--- config.mk ---
export PLATFORM = sky130hd
export DESIGN_NAME = circle_pair_overlap_classifier_unit
export DESIGN_NICKNAME = d
export VERILOG_FILES = /design/src/rtl/cpoc_pkg.sv /design/src/rtl/circle_pair_overlap_classifier_unit.sv
export SDC_FILE = /design/constraint.sdc
export NUM_CORES = 2
export LEC_CHECK = 0
export CAP_MARGIN = 20
export CORE_MARGIN = 10
export CORE_UTILIZATION = 55
export CTS_CLUSTER_DIAMETER = 40
export DETAILED_ROUTE_END_ITERATION = 12
export DONT_BUFFER_PORTS = 1
export GPL_ROUTABILITY_DRIVEN = 0
export GPL_TIMING_DRIVEN = 0
export PLACE_DENSITY_LB_ADDON = 0.08
export SYNTH_ARGS = -nofsm -noshare
export SYNTH_HDL_FRONTEND = slang
export SYNTH_SLANG_ARGS = --single-unit
--- constraint.sdc ---
create_clock -name clk -period 13.7 [get_ports clk]
set_clock_uncertainty 0.1 [all_clocks]
set_input_delay 0.685 -clock clk [delete_from_list [all_inputs] [get_ports clk]]
set_output_delay 0.685 -clock clk [all_outputs]
set_load 0.03 [all_outputs]
--- src/rtl/cpoc_pkg.sv ---
// Package for the circle pair overlap classifier: sizes, payload types, relation codes, root step.
package cpoc_pkg;

    // Field sizes
    localparam int COORD_BITS  = 12;
    localparam int RADIUS_BITS = 10;
    localparam int FRAC_BITS   = 8;
    localparam int GAP_W       = 21;
    localparam int REL_W       = 3;

    // Derived datapath widths
    localparam int DIFF_W  = COORD_BITS;
    localparam int SQ_W    = 2 * COORD_BITS;
    localparam int DSQ_W   = SQ_W + 1;
    localparam int RAD_W   = SQ_W + 2;
    localparam int RSUM_W  = RADIUS_BITS + 1;
    localparam int RSQ_W   = 2 * RSUM_W;
    localparam int RR_SQ_W = 2 * RADIUS_BITS;
    localparam int CMP_W   = (DSQ_W > RSQ_W) ? DSQ_W : RSQ_W;
    localparam int NSTEP   = COORD_BITS + 1 + FRAC_BITS;
    localparam int ROOT_W  = NSTEP;
    localparam int REM_W   = ROOT_W + 3;
    localparam int BASE_W  = RSUM_W + FRAC_BITS;
    localparam int GW0     = (ROOT_W > BASE_W) ? ROOT_W : BASE_W;
    localparam int GW      = (GW0 > GAP_W) ? GW0 : GAP_W;

    localparam logic [GW-1:0] GAP_MAX = GW'((64'd1 << GAP_W) - 64'd1);

    // Relation codes
    typedef enum logic [REL_W-1:0] {
        REL_APART     = 3'd0,
        REL_LESS_HALF = 3'd1,
        REL_MORE_HALF = 3'd2,
        REL_INCLUSION = 3'd3,
        REL_TRUNK     = 3'd4
    } relation_t;

    typedef struct packed {
        logic [COORD_BITS-1:0]  ref_x;
        logic [COORD_BITS-1:0]  ref_y;
        logic [RADIUS_BITS-1:0] ref_rad;
        logic [COORD_BITS-1:0]  cmp_x;
        logic [COORD_BITS-1:0]  cmp_y;
        logic [RADIUS_BITS-1:0] cmp_rad;
    } pair_t;

    typedef struct packed {
        relation_t          relation;
        logic [GAP_W-1:0]   gap;
        logic               trunk_hit;
    } verdict_t;

    typedef struct packed {
        logic [ROOT_W-1:0] root;
        logic [REM_W-1:0]  rem;
    } root_state_t;

    // One restoring square root step: bring down a bit pair, try to subtract 4*root+1
    function automatic root_state_t root_step(input logic [ROOT_W-1:0] root,
                                              input logic [REM_W-1:0]  rem,
                                              input logic [1:0]        bits);
        logic [REM_W-1:0] rem_sh;
        logic [REM_W-1:0] trial;
        root_state_t      res;
        rem_sh = {rem[REM_W-3:0], bits};
        trial  = REM_W'({root, 2'b01});
        if (rem_sh >= trial)
        begin
            res.rem  = rem_sh - trial;
            res.root = {root[ROOT_W-2:0], 1'b1};
        end
        else
        begin
            res.rem  = rem_sh;
            res.root = {root[ROOT_W-2:0], 1'b0};
        end
        return res;
    endfunction

endpackage

--- src/rtl/circle_pair_overlap_classifier_unit.sv ---
// Top level of the circle pair overlap classifier: squares, class decision, pipelined root, gap.
//
// Takes one circle pair per cycle when pair_stall is low and returns one verdict per pair, in
// order. The pipeline depth is set by the centre-distance square root, which resolves one
// result bit per pipeline stage (COORD_BITS + 1 integer bits and FRAC_BITS fraction bits);
// three stages ahead of it form the differences, the squares and the class decision, and one
// stage after it forms the gap. Each stage holds its item while the next one is full and
// stalled, and empty stages fill, so a stall at the output holds back the input only once
// the whole pipeline is occupied.
module circle_pair_overlap_classifier_unit
    import cpoc_pkg::*;
(
    input  logic     clk,
    input  logic     rst_n,
    input  pair_t    pair,
    input  logic     pair_valid,
    output logic     pair_stall,
    output verdict_t verdict,
    output logic     verdict_valid,
    input  logic     verdict_stall
);

    // Stage 1: differences and radius sums
    logic                   s1_vld_reg;
    logic [DIFF_W-1:0]      s1_dx_reg, s1_dy_reg, s1_dx_next, s1_dy_next;
    logic [RADIUS_BITS-1:0] s1_rr_reg, s1_cr_reg, s1_dr_reg, s1_dr_next;
    logic [RSUM_W-1:0]      s1_rsum_reg, s1_rsum_next;
    logic                   s1_en;

    // Stage 2: squares
    logic                   s2_vld_reg;
    logic [SQ_W-1:0]        s2_dx2_reg, s2_dy2_reg, s2_dx2_next, s2_dy2_next;
    logic [RSQ_W-1:0]       s2_rsq_reg, s2_rsq_next;
    logic [RR_SQ_W-1:0]     s2_crsq_reg, s2_drsq_reg, s2_rrsq_reg;
    logic [RR_SQ_W-1:0]     s2_crsq_next, s2_drsq_next, s2_rrsq_next;
    logic                   s2_rr_gt_reg, s2_rr_gt_next;
    logic [RSUM_W-1:0]      s2_rsum_reg;
    logic                   s2_en;

    // Stage 3: squared distance and class
    logic                   s3_vld_reg;
    logic [DSQ_W-1:0]       s3_d2_reg, s3_d2_next;
    relation_t              s3_rel_reg, s3_rel_next;
    logic [RSUM_W-1:0]      s3_rsum_reg;
    logic                   s3_en;

    // Root stages
    logic                   rt_vld_reg  [NSTEP];
    logic [RAD_W-1:0]       rt_rad_reg  [NSTEP];
    logic [ROOT_W-1:0]      rt_root_reg [NSTEP];
    logic [REM_W-1:0]       rt_rem_reg  [NSTEP];
    relation_t              rt_rel_reg  [NSTEP];
    logic [RSUM_W-1:0]      rt_rsum_reg [NSTEP];
    logic                   rt_en       [NSTEP];
    logic                   rt_vld_in   [NSTEP];
    logic [RAD_W-1:0]       rt_rad_in   [NSTEP];
    logic [ROOT_W-1:0]      rt_root_in  [NSTEP];
    logic [REM_W-1:0]       rt_rem_in   [NSTEP];
    relation_t              rt_rel_in   [NSTEP];
    logic [RSUM_W-1:0]      rt_rsum_in  [NSTEP];
    root_state_t            rt_step     [NSTEP];

    // Output stage
    logic                   out_vld_reg;
    verdict_t               out_reg, out_next;
    logic                   out_en;

    // Advance a stage when it is empty or its successor advances
    always_comb
    begin
        out_en = !out_vld_reg || !verdict_stall;
        rt_en[NSTEP-1] = !rt_vld_reg[NSTEP-1] || out_en;
        for (int k = NSTEP - 2; k >= 0; k--)
        begin
            rt_en[k] = !rt_vld_reg[k] || rt_en[k+1];
        end
        s3_en = !s3_vld_reg || rt_en[0];
        s2_en = !s2_vld_reg || s3_en;
        s1_en = !s1_vld_reg || s2_en;
    end

    assign pair_stall = !s1_en;

    // Stage 1 logic
    always_comb
    begin
        s1_dx_next   = (pair.ref_x > pair.cmp_x) ? pair.ref_x - pair.cmp_x
                                                 : pair.cmp_x - pair.ref_x;
        s1_dy_next   = (pair.ref_y > pair.cmp_y) ? pair.ref_y - pair.cmp_y
                                                 : pair.cmp_y - pair.ref_y;
        s1_rsum_next = RSUM_W'(pair.ref_rad) + RSUM_W'(pair.cmp_rad);
        // only used when the compared radius is not the smaller
        s1_dr_next   = pair.cmp_rad - pair.ref_rad;
    end

    // Stage 2 logic: one small multiplier per square
    always_comb
    begin
        s2_dx2_next   = SQ_W'(s1_dx_reg) * SQ_W'(s1_dx_reg);
        s2_dy2_next   = SQ_W'(s1_dy_reg) * SQ_W'(s1_dy_reg);
        s2_rsq_next   = RSQ_W'(s1_rsum_reg) * RSQ_W'(s1_rsum_reg);
        s2_crsq_next  = RR_SQ_W'(s1_cr_reg) * RR_SQ_W'(s1_cr_reg);
        s2_drsq_next  = RR_SQ_W'(s1_dr_reg) * RR_SQ_W'(s1_dr_reg);
        s2_rrsq_next  = RR_SQ_W'(s1_rr_reg) * RR_SQ_W'(s1_rr_reg);
        s2_rr_gt_next = s1_rr_reg > s1_cr_reg;
    end

    // Stage 3 logic: squared distance, then exact class tests in priority order
    always_comb
    begin
        logic [CMP_W-1:0] d2_e;
        s3_d2_next = DSQ_W'(s2_dx2_reg) + DSQ_W'(s2_dy2_reg);
        d2_e       = CMP_W'(s3_d2_next);
        priority if (d2_e >= CMP_W'(s2_rsq_reg))
            s3_rel_next = REL_APART;
        else if (s2_rr_gt_reg)
            s3_rel_next = REL_LESS_HALF;
        else if (d2_e > CMP_W'(s2_crsq_reg))
            s3_rel_next = REL_LESS_HALF;
        else if (d2_e > CMP_W'(s2_drsq_reg))
            s3_rel_next = REL_MORE_HALF;
        else if (d2_e > CMP_W'(s2_rrsq_reg))
            s3_rel_next = REL_INCLUSION;
        else
            s3_rel_next = REL_TRUNK;
    end

    // Root stage inputs and one root step per stage
    always_comb
    begin
        rt_vld_in[0]  = s3_vld_reg;
        rt_rad_in[0]  = RAD_W'(s3_d2_reg);
        rt_root_in[0] = '0;
        rt_rem_in[0]  = '0;
        rt_rel_in[0]  = s3_rel_reg;
        rt_rsum_in[0] = s3_rsum_reg;
        for (int k = 1; k < NSTEP; k++)
        begin
            rt_vld_in[k]  = rt_vld_reg[k-1];
            rt_rad_in[k]  = rt_rad_reg[k-1];
            rt_root_in[k] = rt_root_reg[k-1];
            rt_rem_in[k]  = rt_rem_reg[k-1];
            rt_rel_in[k]  = rt_rel_reg[k-1];
            rt_rsum_in[k] = rt_rsum_reg[k-1];
        end
        for (int k = 0; k < NSTEP; k++)
        begin
            rt_step[k] = root_step(rt_root_in[k], rt_rem_in[k], rt_rad_in[k][RAD_W-1 -: 2]);
        end
    end

    // Output logic: gap from the root less the scaled radius sum, saturated
    always_comb
    begin
        logic [GW-1:0] root_e;
        logic [GW-1:0] base_e;
        logic [GW-1:0] diff;
        root_e = GW'(rt_root_reg[NSTEP-1]);
        base_e = GW'(rt_rsum_reg[NSTEP-1]) << FRAC_BITS;
        diff   = (root_e > base_e) ? root_e - base_e : '0;
        if (diff > GAP_MAX)
            diff = GAP_MAX;
        out_next.relation  = rt_rel_reg[NSTEP-1];
        out_next.gap       = (rt_rel_reg[NSTEP-1] == REL_APART) ? diff[GAP_W-1:0] : '0;
        out_next.trunk_hit = rt_rel_reg[NSTEP-1] == REL_TRUNK;
    end

    // Valid bits
    always_ff @(posedge clk or negedge rst_n)
    begin
        if (!rst_n)
        begin
            s1_vld_reg  <= 1'b0;
            s2_vld_reg  <= 1'b0;
            s3_vld_reg  <= 1'b0;
            out_vld_reg <= 1'b0;
            for (int k = 0; k < NSTEP; k++)
            begin
                rt_vld_reg[k] <= 1'b0;
            end
        end
        else
        begin
            if (s1_en)
                s1_vld_reg <= pair_valid;
            if (s2_en)
                s2_vld_reg <= s1_vld_reg;
            if (s3_en)
                s3_vld_reg <= s2_vld_reg;
            for (int k = 0; k < NSTEP; k++)
            begin
                if (rt_en[k])
                    rt_vld_reg[k] <= rt_vld_in[k];
            end
            if (out_en)
                out_vld_reg <= rt_vld_reg[NSTEP-1];
        end
    end

    // Payload registers: hold while stalled
    always_ff @(posedge clk)
    begin
        if (s1_en)
        begin
            s1_dx_reg   <= s1_dx_next;
            s1_dy_reg   <= s1_dy_next;
            s1_rr_reg   <= pair.ref_rad;
            s1_cr_reg   <= pair.cmp_rad;
            s1_dr_reg   <= s1_dr_next;
            s1_rsum_reg <= s1_rsum_next;
        end
        if (s2_en)
        begin
            s2_dx2_reg   <= s2_dx2_next;
            s2_dy2_reg   <= s2_dy2_next;
            s2_rsq_reg   <= s2_rsq_next;
            s2_crsq_reg  <= s2_crsq_next;
            s2_drsq_reg  <= s2_drsq_next;
            s2_rrsq_reg  <= s2_rrsq_next;
            s2_rr_gt_reg <= s2_rr_gt_next;
            s2_rsum_reg  <= s1_rsum_reg;
        end
        if (s3_en)
        begin
            s3_d2_reg   <= s3_d2_next;
            s3_rel_reg  <= s3_rel_next;
            s3_rsum_reg <= s2_rsum_reg;
        end
        for (int k = 0; k < NSTEP; k++)
        begin
            if (rt_en[k])
            begin
                rt_rad_reg[k]  <= {rt_rad_in[k][RAD_W-3:0], 2'b00};
                rt_root_reg[k] <= rt_step[k].root;
                rt_rem_reg[k]  <= rt_step[k].rem;
                rt_rel_reg[k]  <= rt_rel_in[k];
                rt_rsum_reg[k] <= rt_rsum_in[k];
            end
        end
        if (out_en)
            out_reg <= out_next;
    end

    assign verdict       = out_reg;
    assign verdict_valid = out_vld_reg;

    // Trunk flag travels with its class
    assert property (@(posedge clk) disable iff (!rst_n)
        verdict_valid |-> (verdict.trunk_hit == (verdict.relation == REL_TRUNK)))
        else $error("trunk flag disagrees with relation");

    // Only separated pairs carry a gap
    assert property (@(posedge clk) disable iff (!rst_n)
        (verdict_valid && verdict.gap != '0) |-> (verdict.relation == REL_APART))
        else $error("gap reported for an overlapping pair");

    // Input is held back only when the difference, square and class stages are all occupied
    assert property (@(posedge clk) disable iff (!rst_n)
        pair_stall |-> (s1_vld_reg && s2_vld_reg && s3_vld_reg))
        else $error("input stalled with room in the pipeline");

    // A stalled result stays in the output register
    assert property (@(posedge clk) disable iff (!rst_n)
        (out_vld_reg && verdict_stall) |=> (out_vld_reg && $stable(out_reg)))
        else $error("output register changed under stall");

endmodule
==> results.txt <==
----------------------------------------------------
[Drt]
  Detailed router's first-iteration violation count ... 3,157
  Count of antenna-violating nets left after detailed routing ... 0
  Number of iterations in the first detailed-routing pass ... 6
  Number of vias per cell ... 5.42
  Routed wire length ... 166,000 µm
  DRC violations left ... 0
  Via count ... 50,500
  Mean routed wirelength per cell ... 17.8 µm

[Final layout]
  Post-layout nets ... 8,411
  Fraction of layout cells with a size suffix above 1 ... 6.80%
  Layout area overhead ... 12.0%
  Number of flip-flops under the largest register name ... 408
  Filler cell count in the final layout ... 11,700
  Area of combinational cells with multiple inputs ... 36,900 µm²
  Register Area ... 41,000 µm²

[Setup path]
  Endpoint arrival time on the critical path ... 6.22 ns
  Kind of end point of the critical path ... primary output
  CP max stage cell ... sky130_fd_sc_hd__nand3_2
  Worst-path cell chain ... nand3_2 > nor2_1 > and3_1 > clkbuf_1 > and3_1 > and2_1 > inv_2 > or3_2 > inv_1 > nand3_4 > inv_1
  Critical Path Fanout Max ... 37
  Crit Path Class ... reg2out
  Max incr delay on CP ... 0.79 ns
  Startpoint kind of the worst setup timing path ... register
  Data required time at the worst endpoint ... 12.91 ns

[Floorplanning]
  DIE AREA ... 165,000 µm²
  Floorplan row count ... 141
  Vertical die dimension ... 407 µm
  Count of boundary I/O pins ... 99
  Floorplan die width ... 407 µm
  Placeable Area ... 148,000 µm²
  Initial core utilization ... 55.5%

[Clock network]
  CTS tree ... built
  Number of buffers created by CTS ... 188
  Setup Buffers After CTS ... 0
  Number of gates resized after cts ... 0
  Quantity of hold-fixing buffers added after cts ... 22
  Clock tree root driver cell ... sky130_fd_sc_hd__clkbuf_16
  Clock-pin slew reported for the worst setup and hold paths after clock tree synthesis ... 0.06 ns
  Clock tree buffer depth ... 3
  Number of sinks on the clock net ... 1,369
  Depth of the CTS H-tree ... 4
  Latest clock arrival within the worst-skew pair ... 0.82 ns

[Timing]
  Final Critical Period ... 7.00 ns
  Max-slew headroom ... 21.5%
  Share of the clock period used by the worst path ... 51.1%
  Tightest hold margin ... 0.0739 ns
  Setup repair after global routing missed its margin ... no
  Pins over their slew limit ... 0
  Transition time of the tightest slew-check pin ... 1.16 ns
  Setup violation total in the final timing report ... 0
  Hold violation total from the final report ... 0
  Fmax ... 0.143 GHz
  Setup Total Neg Slack ... 0 ns

[Placed design]
  Port Buffer Count ... 0
  Final HPWL DP ... 129,000 µm

[Global routing]
  Global-route wire length before repair ... 268,000 µm
  Number of antenna violations at the first check in global routing ... 6
  Vias in the first global route ... 51,700
  Leftover overflow at the end of global routing ... 0
  Total Routing Usage GR ... 20.3%
  Largest net degree at the start of global routing ... 64

[Synth]
  Net count after synthesis ... 8,157
  Ys async rst share ... 1.83%
  Number of synthesized flops with an enable pin ... 1,344
  Yosys warns ... 0
  Compound-Gate Fraction of Synth Area ... 8.35%
  Gate count of the mapped netlist ... 6,982
  Xor and xnor fraction of the mapped netlist area ... 5.11%
  Flip-flop and latch count after synthesis ... 1,369
  Average cell area after synthesis ... 11.8 µm²
  Adder and majority cell fraction of the synthesized area ... 20.2%
  Total standard cell area after synthesis ... 82,300 µm²
  Portion of netlist area occupied by mux cells ... 0.864%
  Combinational family with the most area after synthesis ... adder cells
  Library cells used by synthesis ... 91
  Post-synth top flop ... sky130_fd_sc_hd__edfxtp_1
  Post-synthesis share of cell area spent on and, or, nand and nor gates ... 10.3%
  Post-synthesis sequential area ratio ... 49.8%

[Outcome]
  Outcome ... completed

[Job]
  Number of max-cap violations ... 0

[Worst hold path]
  Hold Path Class ... in2reg

----------------------------------------------------
## per-stage QoR
stage | setup slack (ns) | utilization [%] | instance area (µm²) | std cells
6_report | 6.70 | 62.2 | 92200 | 9333
5_1_grt | 6.18 | 62.2 | 92200 | 9329
4_1_cts | 6.53 | 62.2 | 92100 | 9327
3_5_place_dp | 7.00 | 57.7 | 85400 | 8952
3_3_place_gp | 1.46 | 57.2 | 84700 | 8912
2_1_floorplan | 5.32 | - | 82300 | 6982
## critical path, delay by kind of cell, from the launching register on
kind                   cells  cell delay [ns]
buffers and inverters      4             1.45
and+or+nand+nor            7             3.32
DFF                        1             0.58
## layer usage
metal	GRT usage (%)	part of all wire (%)
met1	25.7	43
met2	35.2	50
met3	3.36	4.5
met4	7.01	3.2
met5	0	0.0078
## kinds of logic after synthesis
family                     after synthesis
AOI/OAI and AO/OA                     1087
xor gates and xnor gates               480
adders and majority gates             1103
buffers and inverters                 1176
DFF                                   1369
muxes                                   65
other                                    1
and+or+nand+nor                       1701
## cell usage in the layout (no fill, tap or decap), drive strengths merged, types with 17 or more instances in the layout
cell type | synthesis | layout
dlygate4sd3 | 0 | 21
xor2 | 203 | 203
a211oi | 45 | 45
o21a | 67 | 67
or2 | 39 | 39
clkbuf | 107 | 328
clkinv | 1 | 71
ha | 731 | 731
and2 | 178 | 178
a21oi | 311 | 311
edfxtp | 1344 | 1344
inv | 1051 | 1085
o21ai | 266 | 266
xnor2 | 277 | 277
nor2 | 376 | 376
a31oi | 34 | 34
a21boi | 22 | 22
nand2 | 448 | 448
nor3 | 148 | 148
buf | 17 | 60
o31ai | 38 | 38
a21o | 123 | 123
and3 | 29 | 29
nor4 | 44 | 44
o211ai | 22 | 22
fa | 372 | 372
o41ai | 18 | 18
nand4 | 42 | 42
nand3b | 17 | 17
dfrtp | 25 | 25
mux2 | 48 | 48
nor2b | 70 | 70
nand2b | 90 | 90
nand3 | 99 | 99
or4 | 24 | 24
o21bai | 35 | 35
or3 | 55 | 55
mux2i | 17 | 17
## cells in the mapped netlist (38+ instances only)
cell type / instances / area (µm²)
sky130_fd_sc_hd__nor4_1: 43 / 269
sky130_fd_sc_hd__or3_1: 54 / 338
sky130_fd_sc_hd__nor2b_1: 70 / 438
sky130_fd_sc_hd__clkbuf_1: 107 / 402
sky130_fd_sc_hd__edfxtp_1: 1344 / 40400
sky130_fd_sc_hd__nor3_1: 146 / 731
sky130_fd_sc_hd__xnor2_1: 277 / 2430
sky130_fd_sc_hd__a21oi_1: 311 / 1560
sky130_fd_sc_hd__nand3_1: 99 / 495
sky130_fd_sc_hd__inv_1: 1051 / 3950
sky130_fd_sc_hd__o31ai_1: 38 / 285
sky130_fd_sc_hd__nand2b_1: 89 / 557
sky130_fd_sc_hd__nand2_1: 448 / 1680
sky130_fd_sc_hd__mux2_2: 48 / 541
sky130_fd_sc_hd__o21ai_0: 265 / 1330
sky130_fd_sc_hd__a211oi_1: 45 / 338
sky130_fd_sc_hd__fa_1: 372 / 7450
sky130_fd_sc_hd__nand4_1: 42 / 263
sky130_fd_sc_hd__nor2_1: 376 / 1410
sky130_fd_sc_hd__a21o_1: 123 / 923
sky130_fd_sc_hd__xor2_1: 203 / 1780
sky130_fd_sc_hd__ha_1: 731 / 9150
sky130_fd_sc_hd__o21a_1: 67 / 503
sky130_fd_sc_hd__and2_1: 178 / 1110
## final cells by class
type                            instances  share of cell area [%]
Clock inverter                        132                    1.73
Buffer                                124                   0.532
Tap cell                             1930                    2.62
Antenna cell                            4                  0.0109
Timing Repair Buffer                   64                    1.01
Sequential cell                      1369                    44.5
Clock buffer                          221                    5.29
Inverter                             1052                    4.28
Multi-Input combinational cell       4437                    40.1
## final timing paths
check | end | startpoint | slack, ns | cells after the start
max | pair_stall | verdict_valid | 6.70 | 11
min | s1_dr_reg[0] | pair[34] | 0.07 | 2
min in group asynchronous | rt_vld_reg[0] | rst_n | 0.30 | 2
max reg2reg | s2_dx2_reg[23] | s1_dx_reg[6] | 7.00 | 18
max in group asynchronous | s1_vld_reg | rst_n | 12.95 | 2
min reg2reg | rt_rsum_reg[0][27] | rt_rsum_reg[0][16] | 0.27 | 0
Power is left out: the tool's default activity adds up to more than one toggle a clock period on the data nets, which glitch-free logic cannot reach.
